`src/design/qssg_pkg.sv`:
```
`timescale 1ns / 1ps
// ----------------------------------------------------------------------------
// qssg_pkg
// Shared types and constants for the quadrature sine / sawtooth generator.
// ----------------------------------------------------------------------------
package qssg_pkg;

  // Sequencer states
  typedef enum logic [3:0] {
    S_IDLE,
    S_INC,
    S_ACC,
    S_INIT,
    S_ROT,
    S_QUANT,
    S_MSIN,
    S_MCOS,
    S_MSAW,
    S_FIN
  } qssg_state_e;

  // Quadrant codes (top two bits of the turn)
  localparam logic [1:0] QuadFirst  = 2'd0;
  localparam logic [1:0] QuadSecond = 2'd1;
  localparam logic [1:0] QuadThird  = 2'd2;

  // Rotator datapath width, Q2.30 with headroom
  localparam int unsigned CordW = 34;

  // CORDIC start value K in Q2.30
  localparam logic signed [CordW-1:0] CordicK = 34'sd652032874;

  // atan(2^-i) in Q0.32 turns
  function automatic logic [29:0] atan_turn(input logic [4:0] idx);
    logic [29:0] a;
    case (idx)
      5'd0:    a = 30'd536870912;
      5'd1:    a = 30'd316933406;
      5'd2:    a = 30'd167458907;
      5'd3:    a = 30'd85004756;
      5'd4:    a = 30'd42667331;
      5'd5:    a = 30'd21354465;
      5'd6:    a = 30'd10679838;
      5'd7:    a = 30'd5340245;
      5'd8:    a = 30'd2670163;
      5'd9:    a = 30'd1335087;
      5'd10:   a = 30'd667544;
      5'd11:   a = 30'd333772;
      5'd12:   a = 30'd166886;
      5'd13:   a = 30'd83443;
      5'd14:   a = 30'd41722;
      5'd15:   a = 30'd20861;
      5'd16:   a = 30'd10430;
      5'd17:   a = 30'd5215;
      5'd18:   a = 30'd2608;
      5'd19:   a = 30'd1304;
      5'd20:   a = 30'd652;
      5'd21:   a = 30'd326;
      5'd22:   a = 30'd163;
      5'd23:   a = 30'd81;
      default: a = '0;
    endcase
    return a;
  endfunction

  // Clamp a 34-bit signed sum to the signed 32-bit range
  function automatic logic signed [31:0] sat_q16(input logic signed [33:0] v);
    logic signed [31:0] r;
    if (v > 34'sd2147483647) begin
      r = 32'sh7fffffff;
    end else if (v < -34'sd2147483648) begin
      r = 32'sh80000000;
    end else begin
      r = v[31:0];
    end
    return r;
  endfunction

endpackage

```
`src/design/quadrature_sine_saw_generator_unit.sv`:
```
`timescale 1ns / 1ps
// ----------------------------------------------------------------------------
// quadrature_sine_saw_generator_unit
// NCO with sine, cosine and sawtooth outputs, one result beat per tick beat.
// ----------------------------------------------------------------------------
//
//  channel | handshake                  | payload
//  --------+----------------------------+-----------------------------------------
//  cfg     | cfg_we_i (no wait)         | cfg_wdata_i = time_step, Q0.32
//  in      | in_valid_i / in_ready_o    | freq_i, amp_i, phase_offset_i, dc_offset_i
//  out     | out_valid_o / out_ready_i  | sin_out_o, cos_out_o, saw_out_o
//
//  From one acceptance to the next, an input beat takes the SINE_BITS CORDIC
//  rotations, one per cycle on the shift-add rotator, and nine other steps:
//  four on the one shared 33x33 multiplier (increment, sin, cos, saw), then
//  accumulate, rotator load, quantize, final load and the idle accept.
//  Reset puts time_step at 42950 and the phase accumulator at zero.
//  The output register holds a finished beat while the next input is
//  processed; only the final load waits on a stalled output.
//
// Flow: INC  multiply freq * time_step
//       ACC  add the increment to the accumulator (mod one turn)
//       INIT add phase offset, split quadrant, load the rotator
//       ROT  SINE_BITS rotations, z driven toward zero
//       QUANT round to Q1.SINE_BITS, clamp, fold in the quadrant
//       MSIN/MCOS/MSAW amplitude products, finished in MCOS, MSAW and FIN
//       FIN  round, add dc, saturate, load the output register
// ----------------------------------------------------------------------------
module quadrature_sine_saw_generator_unit #(
  parameter int unsigned PHASE_BITS = 32,
  parameter int unsigned SINE_BITS  = 16
) (
  input  logic               clk_i,
  input  logic               rst_ni,
  // configuration
  input  logic               cfg_we_i,
  input  logic [31:0]        cfg_wdata_i,
  // input beats
  input  logic               in_valid_i,
  output logic               in_ready_o,
  input  logic signed [31:0] freq_i,
  input  logic signed [31:0] amp_i,
  input  logic [15:0]        phase_offset_i,
  input  logic signed [31:0] dc_offset_i,
  // result beats
  output logic               out_valid_o,
  input  logic               out_ready_i,
  output logic signed [31:0] sin_out_o,
  output logic signed [31:0] cos_out_o,
  output logic signed [31:0] saw_out_o
);
  import qssg_pkg::*;

  localparam int unsigned MulW   = 33;
  localparam int unsigned ProdW  = 2 * MulW;
  localparam int unsigned TrigW  = SINE_BITS + 2;
  localparam int unsigned IterW  = $clog2(SINE_BITS);
  localparam int unsigned IncLsb = 48 - PHASE_BITS;

  localparam logic [IterW-1:0] IterLast = IterW'(SINE_BITS - 1);
  // +-1.0 in Q1.SINE_BITS
  localparam logic signed [CordW-1:0] TrigOne  = CordW'(1) << SINE_BITS;
  localparam logic signed [TrigW-1:0] TrigMax  = TrigW'(TrigOne);
  // half LSB for the Q2.30 -> Q1.SINE_BITS rounding
  localparam logic signed [CordW-1:0] QuantRnd = CordW'(1) << (29 - SINE_BITS);
  // half LSB for amp * trig rounding back to Q16.16
  localparam logic signed [ProdW-1:0] TrigRnd  = ProdW'(1) << (SINE_BITS - 1);
  // half LSB for amp * Q0.32 turn
  localparam logic signed [ProdW-1:0] SawRnd   = ProdW'(1) << 31;

  // ---------------------------------------------------------------------------
  // Registers
  // ---------------------------------------------------------------------------
  qssg_state_e state_q, state_d;

  logic [31:0]            time_step_q;
  logic [PHASE_BITS-1:0]  phase_acc_q;

  logic signed [31:0]     freq_q;
  logic signed [31:0]     amp_q;
  logic [15:0]            poff_q;
  logic signed [31:0]     dc_q;

  logic signed [ProdW-1:0] prod_q;
  logic [31:0]             t32_q;
  logic [1:0]              quad_q;

  logic signed [CordW-1:0] x_q, y_q, z_q;
  logic [IterW-1:0]        iter_q;

  logic signed [TrigW-1:0] s_q, c_q;
  logic signed [31:0]      sin_stg_q, cos_stg_q;

  logic                    out_valid_q, out_valid_d;
  logic signed [31:0]      sin_out_q, cos_out_q, saw_out_q;

  // ---------------------------------------------------------------------------
  // Control outputs of the sequencer
  // ---------------------------------------------------------------------------
  logic                    in_ready;
  logic                    out_load;
  logic                    prod_load;
  logic signed [MulW-1:0]  mul_a, mul_b;

  // ---------------------------------------------------------------------------
  // Datapath combinational
  // ---------------------------------------------------------------------------
  logic signed [ProdW-1:0] mul_p;
  logic [PHASE_BITS-1:0]   inc;
  logic [PHASE_BITS-1:0]   tot;
  logic [31:0]             t32;

  logic signed [CordW-1:0] dx, dy, atan_e;
  logic                    rot_pos;

  logic signed [TrigW-1:0] sr, cr;
  logic signed [TrigW-1:0] s_d, c_d;

  logic signed [ProdW-1:0] trig_rnd, trig_sh, saw_rnd;
  logic signed [33:0]      dc_ext, trig_sum, saw_sum;
  logic signed [31:0]      trig_sat, saw_sat;

  // Shared multiplier
  assign mul_p = mul_a * mul_b;

  // Fraction of freq * time_step at the accumulator's resolution
  assign inc = prod_q[IncLsb +: PHASE_BITS];
  assign tot = phase_acc_q + (PHASE_BITS'(poff_q) << (PHASE_BITS - 16));

  // Total phase reduced to a 32-bit turn
  if (PHASE_BITS >= 32) begin : g_t32_hi
    assign t32 = tot[PHASE_BITS-1 -: 32];
  end else begin : g_t32_lo
    assign t32 = {tot, {(32 - PHASE_BITS){1'b0}}};
  end

  // Rotator step: arithmetic shifts floor toward minus infinity
  assign dx      = y_q >>> iter_q;
  assign dy      = x_q >>> iter_q;
  assign rot_pos = ~z_q[CordW-1];
  assign atan_e  = $signed({4'b0000, atan_turn(5'(iter_q))});

  function automatic logic signed [TrigW-1:0] quant(input logic signed [CordW-1:0] v);
    logic signed [CordW-1:0] r;
    r = (v + QuantRnd) >>> (30 - SINE_BITS);
    if (r > TrigOne) begin
      r = TrigOne;
    end else if (r < -TrigOne) begin
      r = -TrigOne;
    end
    return TrigW'(r);
  endfunction

  assign sr = quant(y_q);
  assign cr = quant(x_q);

  // Quadrant fold: exact swap and negate
  always_comb begin
    case (quad_q)
      QuadFirst: begin
        s_d = sr;
        c_d = cr;
      end
      QuadSecond: begin
        s_d = cr;
        c_d = -sr;
      end
      QuadThird: begin
        s_d = -sr;
        c_d = -cr;
      end
      default: begin
        s_d = -cr;
        c_d = sr;
      end
    endcase
  end

  // Finish a product: round, add dc, saturate
  assign dc_ext   = {{2{dc_q[31]}}, dc_q};
  assign trig_rnd = prod_q + TrigRnd;
  assign trig_sh  = trig_rnd >>> SINE_BITS;
  assign trig_sum = $signed(trig_sh[33:0]) + dc_ext;
  assign trig_sat = sat_q16(trig_sum);

  assign saw_rnd  = prod_q + SawRnd;
  assign saw_sum  = $signed(saw_rnd[65:32]) + dc_ext;
  assign saw_sat  = sat_q16(saw_sum);

  // ---------------------------------------------------------------------------
  // Sequencer: next state
  // ---------------------------------------------------------------------------
  always_comb begin
    state_d = state_q;
    case (state_q)
      S_IDLE:  if (in_valid_i) state_d = S_INC;
      S_INC:   state_d = S_ACC;
      S_ACC:   state_d = S_INIT;
      S_INIT:  state_d = S_ROT;
      S_ROT:   if (iter_q == IterLast) state_d = S_QUANT;
      S_QUANT: state_d = S_MSIN;
      S_MSIN:  state_d = S_MCOS;
      S_MCOS:  state_d = S_MSAW;
      S_MSAW:  state_d = S_FIN;
      S_FIN:   if (!out_valid_q || out_ready_i) state_d = S_IDLE;
      default: state_d = S_IDLE;
    endcase
  end

  // ---------------------------------------------------------------------------
  // Sequencer: outputs
  // ---------------------------------------------------------------------------
  always_comb begin
    in_ready  = 1'b0;
    out_load  = 1'b0;
    prod_load = 1'b0;
    mul_a     = '0;
    mul_b     = '0;
    case (state_q)
      S_IDLE: begin
        in_ready = 1'b1;
      end
      S_INC: begin
        prod_load = 1'b1;
        mul_a     = {freq_q[31], freq_q};
        mul_b     = {1'b0, time_step_q};
      end
      S_MSIN: begin
        prod_load = 1'b1;
        mul_a     = {amp_q[31], amp_q};
        mul_b     = MulW'(s_q);
      end
      S_MCOS: begin
        prod_load = 1'b1;
        mul_a     = {amp_q[31], amp_q};
        mul_b     = MulW'(c_q);
      end
      S_MSAW: begin
        prod_load = 1'b1;
        mul_a     = {amp_q[31], amp_q};
        mul_b     = {1'b0, t32_q};
      end
      S_FIN: begin
        out_load = ~out_valid_q | out_ready_i;
      end
      default: begin
        in_ready = 1'b0;
      end
    endcase
  end

  assign out_valid_d = out_load ? 1'b1 : (out_ready_i ? 1'b0 : out_valid_q);

  // ---------------------------------------------------------------------------
  // Control registers
  // ---------------------------------------------------------------------------
  always_ff @(posedge clk_i or negedge rst_ni) begin
    if (!rst_ni) begin
      state_q     <= S_IDLE;
      out_valid_q <= 1'b0;
      time_step_q <= 32'd42950;
      phase_acc_q <= '0;
    end else begin
      state_q     <= state_d;
      out_valid_q <= out_valid_d;
      if (cfg_we_i) begin
        time_step_q <= cfg_wdata_i;
      end
      if (state_q == S_ACC) begin
        phase_acc_q <= phase_acc_q + inc;
      end
    end
  end

  // ---------------------------------------------------------------------------
  // Payload registers
  // ---------------------------------------------------------------------------
  always_ff @(posedge clk_i) begin
    if (in_valid_i && in_ready) begin
      freq_q <= freq_i;
      amp_q  <= amp_i;
      poff_q <= phase_offset_i;
      dc_q   <= dc_offset_i;
    end
    if (prod_load) begin
      prod_q <= mul_p;
    end
    case (state_q)
      S_INIT: begin
        t32_q  <= t32;
        quad_q <= t32[31:30];
        x_q    <= CordicK;
        y_q    <= '0;
        z_q    <= $signed({4'b0000, t32[29:0]});
        iter_q <= '0;
      end
      S_ROT: begin
        x_q    <= rot_pos ? (x_q - dx) : (x_q + dx);
        y_q    <= rot_pos ? (y_q + dy) : (y_q - dy);
        z_q    <= rot_pos ? (z_q - atan_e) : (z_q + atan_e);
        iter_q <= iter_q + IterW'(1);
      end
      S_QUANT: begin
        s_q <= s_d;
        c_q <= c_d;
      end
      S_MCOS: begin
        sin_stg_q <= trig_sat;
      end
      S_MSAW: begin
        cos_stg_q <= trig_sat;
      end
      default: begin
      end
    endcase
    if (out_load) begin
      sin_out_q <= sin_stg_q;
      cos_out_q <= cos_stg_q;
      saw_out_q <= saw_sat;
    end
  end

  assign in_ready_o  = in_ready;
  assign out_valid_o = out_valid_q;
  assign sin_out_o   = sin_out_q;
  assign cos_out_o   = cos_out_q;
  assign saw_out_o   = saw_out_q;

`ifndef SYNTHESIS
  a_accept_starts: assert property (@(posedge clk_i) disable iff (!rst_ni)
    (in_valid_i && in_ready_o) |=> (state_q == S_INC))
    else $error("accepted beat did not start the sequence");

  a_iter_bound: assert property (@(posedge clk_i) disable iff (!rst_ni)
    (state_q == S_ROT) |-> (iter_q <= IterLast))
    else $error("rotation counter ran past its last step");

  a_phase_hold: assert property (@(posedge clk_i) disable iff (!rst_ni)
    (state_q != S_ACC) |=> $stable(phase_acc_q))
    else $error("phase accumulator moved outside its update step");

  a_trig_clamp: assert property (@(posedge clk_i) disable iff (!rst_ni)
    (state_q == S_MSIN) |-> ((s_q <= TrigMax) && (s_q >= -TrigMax) &&
                             (c_q <= TrigMax) && (c_q >= -TrigMax)))
    else $error("sine or cosine outside +-1.0");

  a_out_from_fin: assert property (@(posedge clk_i) disable iff (!rst_ni)
    $rose(out_valid_q) |-> $past(state_q == S_FIN))
    else $error("result beat raised outside the final step");
`endif

endmodule

```
`config.mk`:
```
export PLATFORM = sky130hd
export DESIGN_NAME = quadrature_sine_saw_generator_unit
export DESIGN_NICKNAME = d
export VERILOG_FILES = /design/src/design/qssg_pkg.sv /design/src/design/quadrature_sine_saw_generator_unit.sv
export SDC_FILE = /design/constraint.sdc
export NUM_CORES = 2
export LEC_CHECK = 0
export BUFFER_PORTS_ARGS = -buffer_cell sky130_fd_sc_hd__clkbuf_2
export CORE_MARGIN = 4
export CORE_UTILIZATION = 50
export DETAILED_ROUTE_END_ITERATION = 10
export GPL_TIMING_DRIVEN = 0
export PLACE_DENSITY = 0.64
export SYNTH_ARGS = -nofsm -noshare
export SYNTH_HDL_FRONTEND = slang
export SYNTH_SLANG_ARGS = --single-unit
export TNS_END_PERCENT = 50
```
`constraint.sdc`:
```
create_clock -name clk_i -period 13.3 [get_ports clk_i]
set_input_delay 1.995 -clock clk_i [delete_from_list [all_inputs] [get_ports clk_i]]
set_output_delay 1.995 -clock clk_i [all_outputs]
set_load 0.02 [all_outputs]
```
==> flow_summary.json <==
{
  "synth_cells": 7934,
  "ctsRootBufferMaster": "clkbuf_16",
  "synth-edff-count": 497,
  "cts.sinks": 596,
  "yosysUniqueCellTypes": 103,
  "cp.arrival_ps": 13520,
  "drv_slew": 5,
  "synth_top_area_cell": "fa_1",
  "gp_congestion": 1.04,
  "cpPeakStageDelay_ps": 870,
  "cts_resized": 22,
  "routed_wl_um": 302000,
  "startpoint_type": "flop",
  "skew_ps": 37.1,
  "clockBufferDepth": 3,
  "synth_warnings": 0,
  "start_util": 0.505,
  "dieArea_sq_um": 160000,
  "viasPerCell": 6.05,
  "ys_seq_area_frac": 0.224,
  "synth_top_area_frac": 0.293,
  "crit_path_top_delay_cell": "buf_1",
  "hp-class": "reg -> reg",
  "max-slew-margin-rel": -0.00928,
  "track_usage": 0.373,
  "syn-cell-area_sq_um": 77000,
  "synthTopCellsByArea": "fa_1 29%, edfxtp_1 19%, ha_1 7.1%",
  "antenna_found_initial": 12,
  "fin_util": 0.551,
  "ioPinCount": 247,
  "outcome": "finished with violations",
  "syn_nets": 9651,
  "die_y_um": 400,
  "crit_type": "reg -> reg",
  "syn-mean-instance-area_sq_um": 9.71,
  "violations": "max-slew violations",
  "fin_crit_sh": 0.984,
  "crit_required_ps": 13740,
  "postCtsHoldBufs": 0,
  "core_sq_um": 152000,
  "clk_latency_ps": 710,
  "ys_ff_latch": 596,
  "drt-initial-drc-count": 6882,
  "cts_tree": "yes",
  "final_cell_mix": "1187 x inv_1, 1127 x fa_1, 848 x nor2_1",
  "grt_pass1_vias": 62600,
  "wire_per_inst_um": 29.1,
  "fmax_mhz": 76.4,
  "synth_ff_type": "edfxtp_1",
  "synth_async_sr_flop_share": 0.116,
  "rsz0062_at_grt": "false",
  "post_cts_buffers": 0,
  "grt_start_max_net_pins": 67,
  "port-buffer-count": 245,
  "die_w_um": 400,
  "first_pass_iters": 6,
  "areaGrowthSynthToFinish_pct": 9.10,
  "drive_above_1_share": 0.0858,
  "grt_pass1_wl_um": 436000,
  "h-tree-depth": 3,
  "cp-end-kind": "flop",
  "cts.reportedPaths.clkPinSlew_ps": 60,
  "cap_violations": 0,
  "fillCellCount": 13900,
  "setup_violations": 0,
  "layout.nets": 10000,
  "ant_nets": 0,
  "max_slew.worst_pin.slew_ps": 1510,
  "dr_total_vias": 62800,
  "finalCriticalPeriod_ps": 13080,
  "crit_top_cell": "fa_1",
  "grt_overflow_total": 0,
  "hold_viol_final": 0,
  "cts_buffers": 73,
  "final_common_cell": "inv_1",
  "hpwl_um": 249000,
  "route.detailed.drc": 0,
  "rows": 143,
  "cp_max_fo": 10
}
-- synthesized netlist by cell type (77+ instances only) --
| cell | n |
|---|---|
| edfxtp_1 | 497 |
| fa_1 | 1128 |
| nand3_1 | 94 |
| nand2_1 | 841 |
| inv_1 | 1188 |
| a21o_1 | 181 |
| o21ai_0 | 246 |
| ha_1 | 440 |
| mux4_2 | 77 |
| nor3_1 | 82 |
| xnor2_1 | 284 |
| xor2_1 | 181 |
| nor2_1 | 850 |
| clkbuf_1 | 308 |
| a21oi_1 | 352 |
-- metal layers --
metal	vias up	GRT usage	wire length (um)
met4	6	0.158	15600
met1	32000	0.530	125000
li1	26800	-	-
met2	3382	0.534	126000
met3	605	0.109	35400
met5	-	0	39
-- logic make-up after synthesis --
kind of cell | after synthesis | synth area share
muxes | 204 | 0.0439
adders and majority gates | 1568 | 0.365
buffers and inverters | 1565 | 0.0781
xor gates and xnor gates | 465 | 0.0529
AOI/OAI and AO/OA | 1278 | 0.107
and+or+nand+nor | 2258 | 0.129
DFF | 596 | 0.224
-- cell type report --
class                           count  area, sq um  area share
Antenna cell                        5         12.5    0.000149
Buffer                            363         1550      0.0185
Clock buffer                       83         1890      0.0225
Clock inverter                     51          619     0.00737
Inverter                         1193         4480      0.0533
Multi-Input combinational cell   5773        53900       0.642
Sequential cell                   596        17300       0.205
Tap cell                         2030         2540      0.0302
Timing Repair Buffer              285         1760      0.0210
-- stage by stage --
step           hold slack, ps  setup WS, ps  area [sq um]  setup TNS [ps]  instances
3_5_place_dp              405          -919         81400           -8420      10200
3_3_place_gp              403         -2420         80800          -42390      10200
5_1_grt                   424          5.35         84000               0      10400
4_1_cts                   419          61.3         83900               0      10400
2_1_floorplan             400          2650         77000               0       7934
6_report                  418           215         84000               0      10400
-- final timing paths --
| kind | from | to | cells after the start | slack (ps) |
|---|---|---|---|---|
| worst max-delay path | state_q[2] | prod_q[65] | 35 | 220 |
| worst min-delay path | sin_stg_q[9] | sin_out_o[9] | 0 | 420 |
| worst max register to register | state_q[2] | prod_q[65] | 35 | 220 |
| worst min register to register | sin_stg_q[9] | sin_out_o[9] | 0 | 420 |
| max in group asynchronous | rst_ni | phase_acc_q[13] | 2 | 11420 |
| min in group asynchronous | rst_ni | time_step_q[18] | 1 | 1210 |
-- flip-flops by register name, summed over array words and instances (netlist names), 32 cells and up --
name         flops
amp_q           32
x_q             34
freq_q          32
time_step_q     32
sin_stg_q       32
cos_out_o       32
cos_stg_q       32
dc_q            32
prod_q          51
z_q             34
saw_out_o       32
phase_acc_q     32
y_q             34
t32_q           32
sin_out_o       32
-- worst max-delay path: cells and delay by family (launching register included) --
kind                       cells  cell delay (ps)
adders and majority gates      9             4570
AOI/OAI and AO/OA             12             3630
DFF                            1              410
buffers and inverters         11             3090
and+or+nand+nor                3             1070
Power is not shown: default switching activity piles up to over one toggle a cycle in this logic, so the estimate is an artifact.
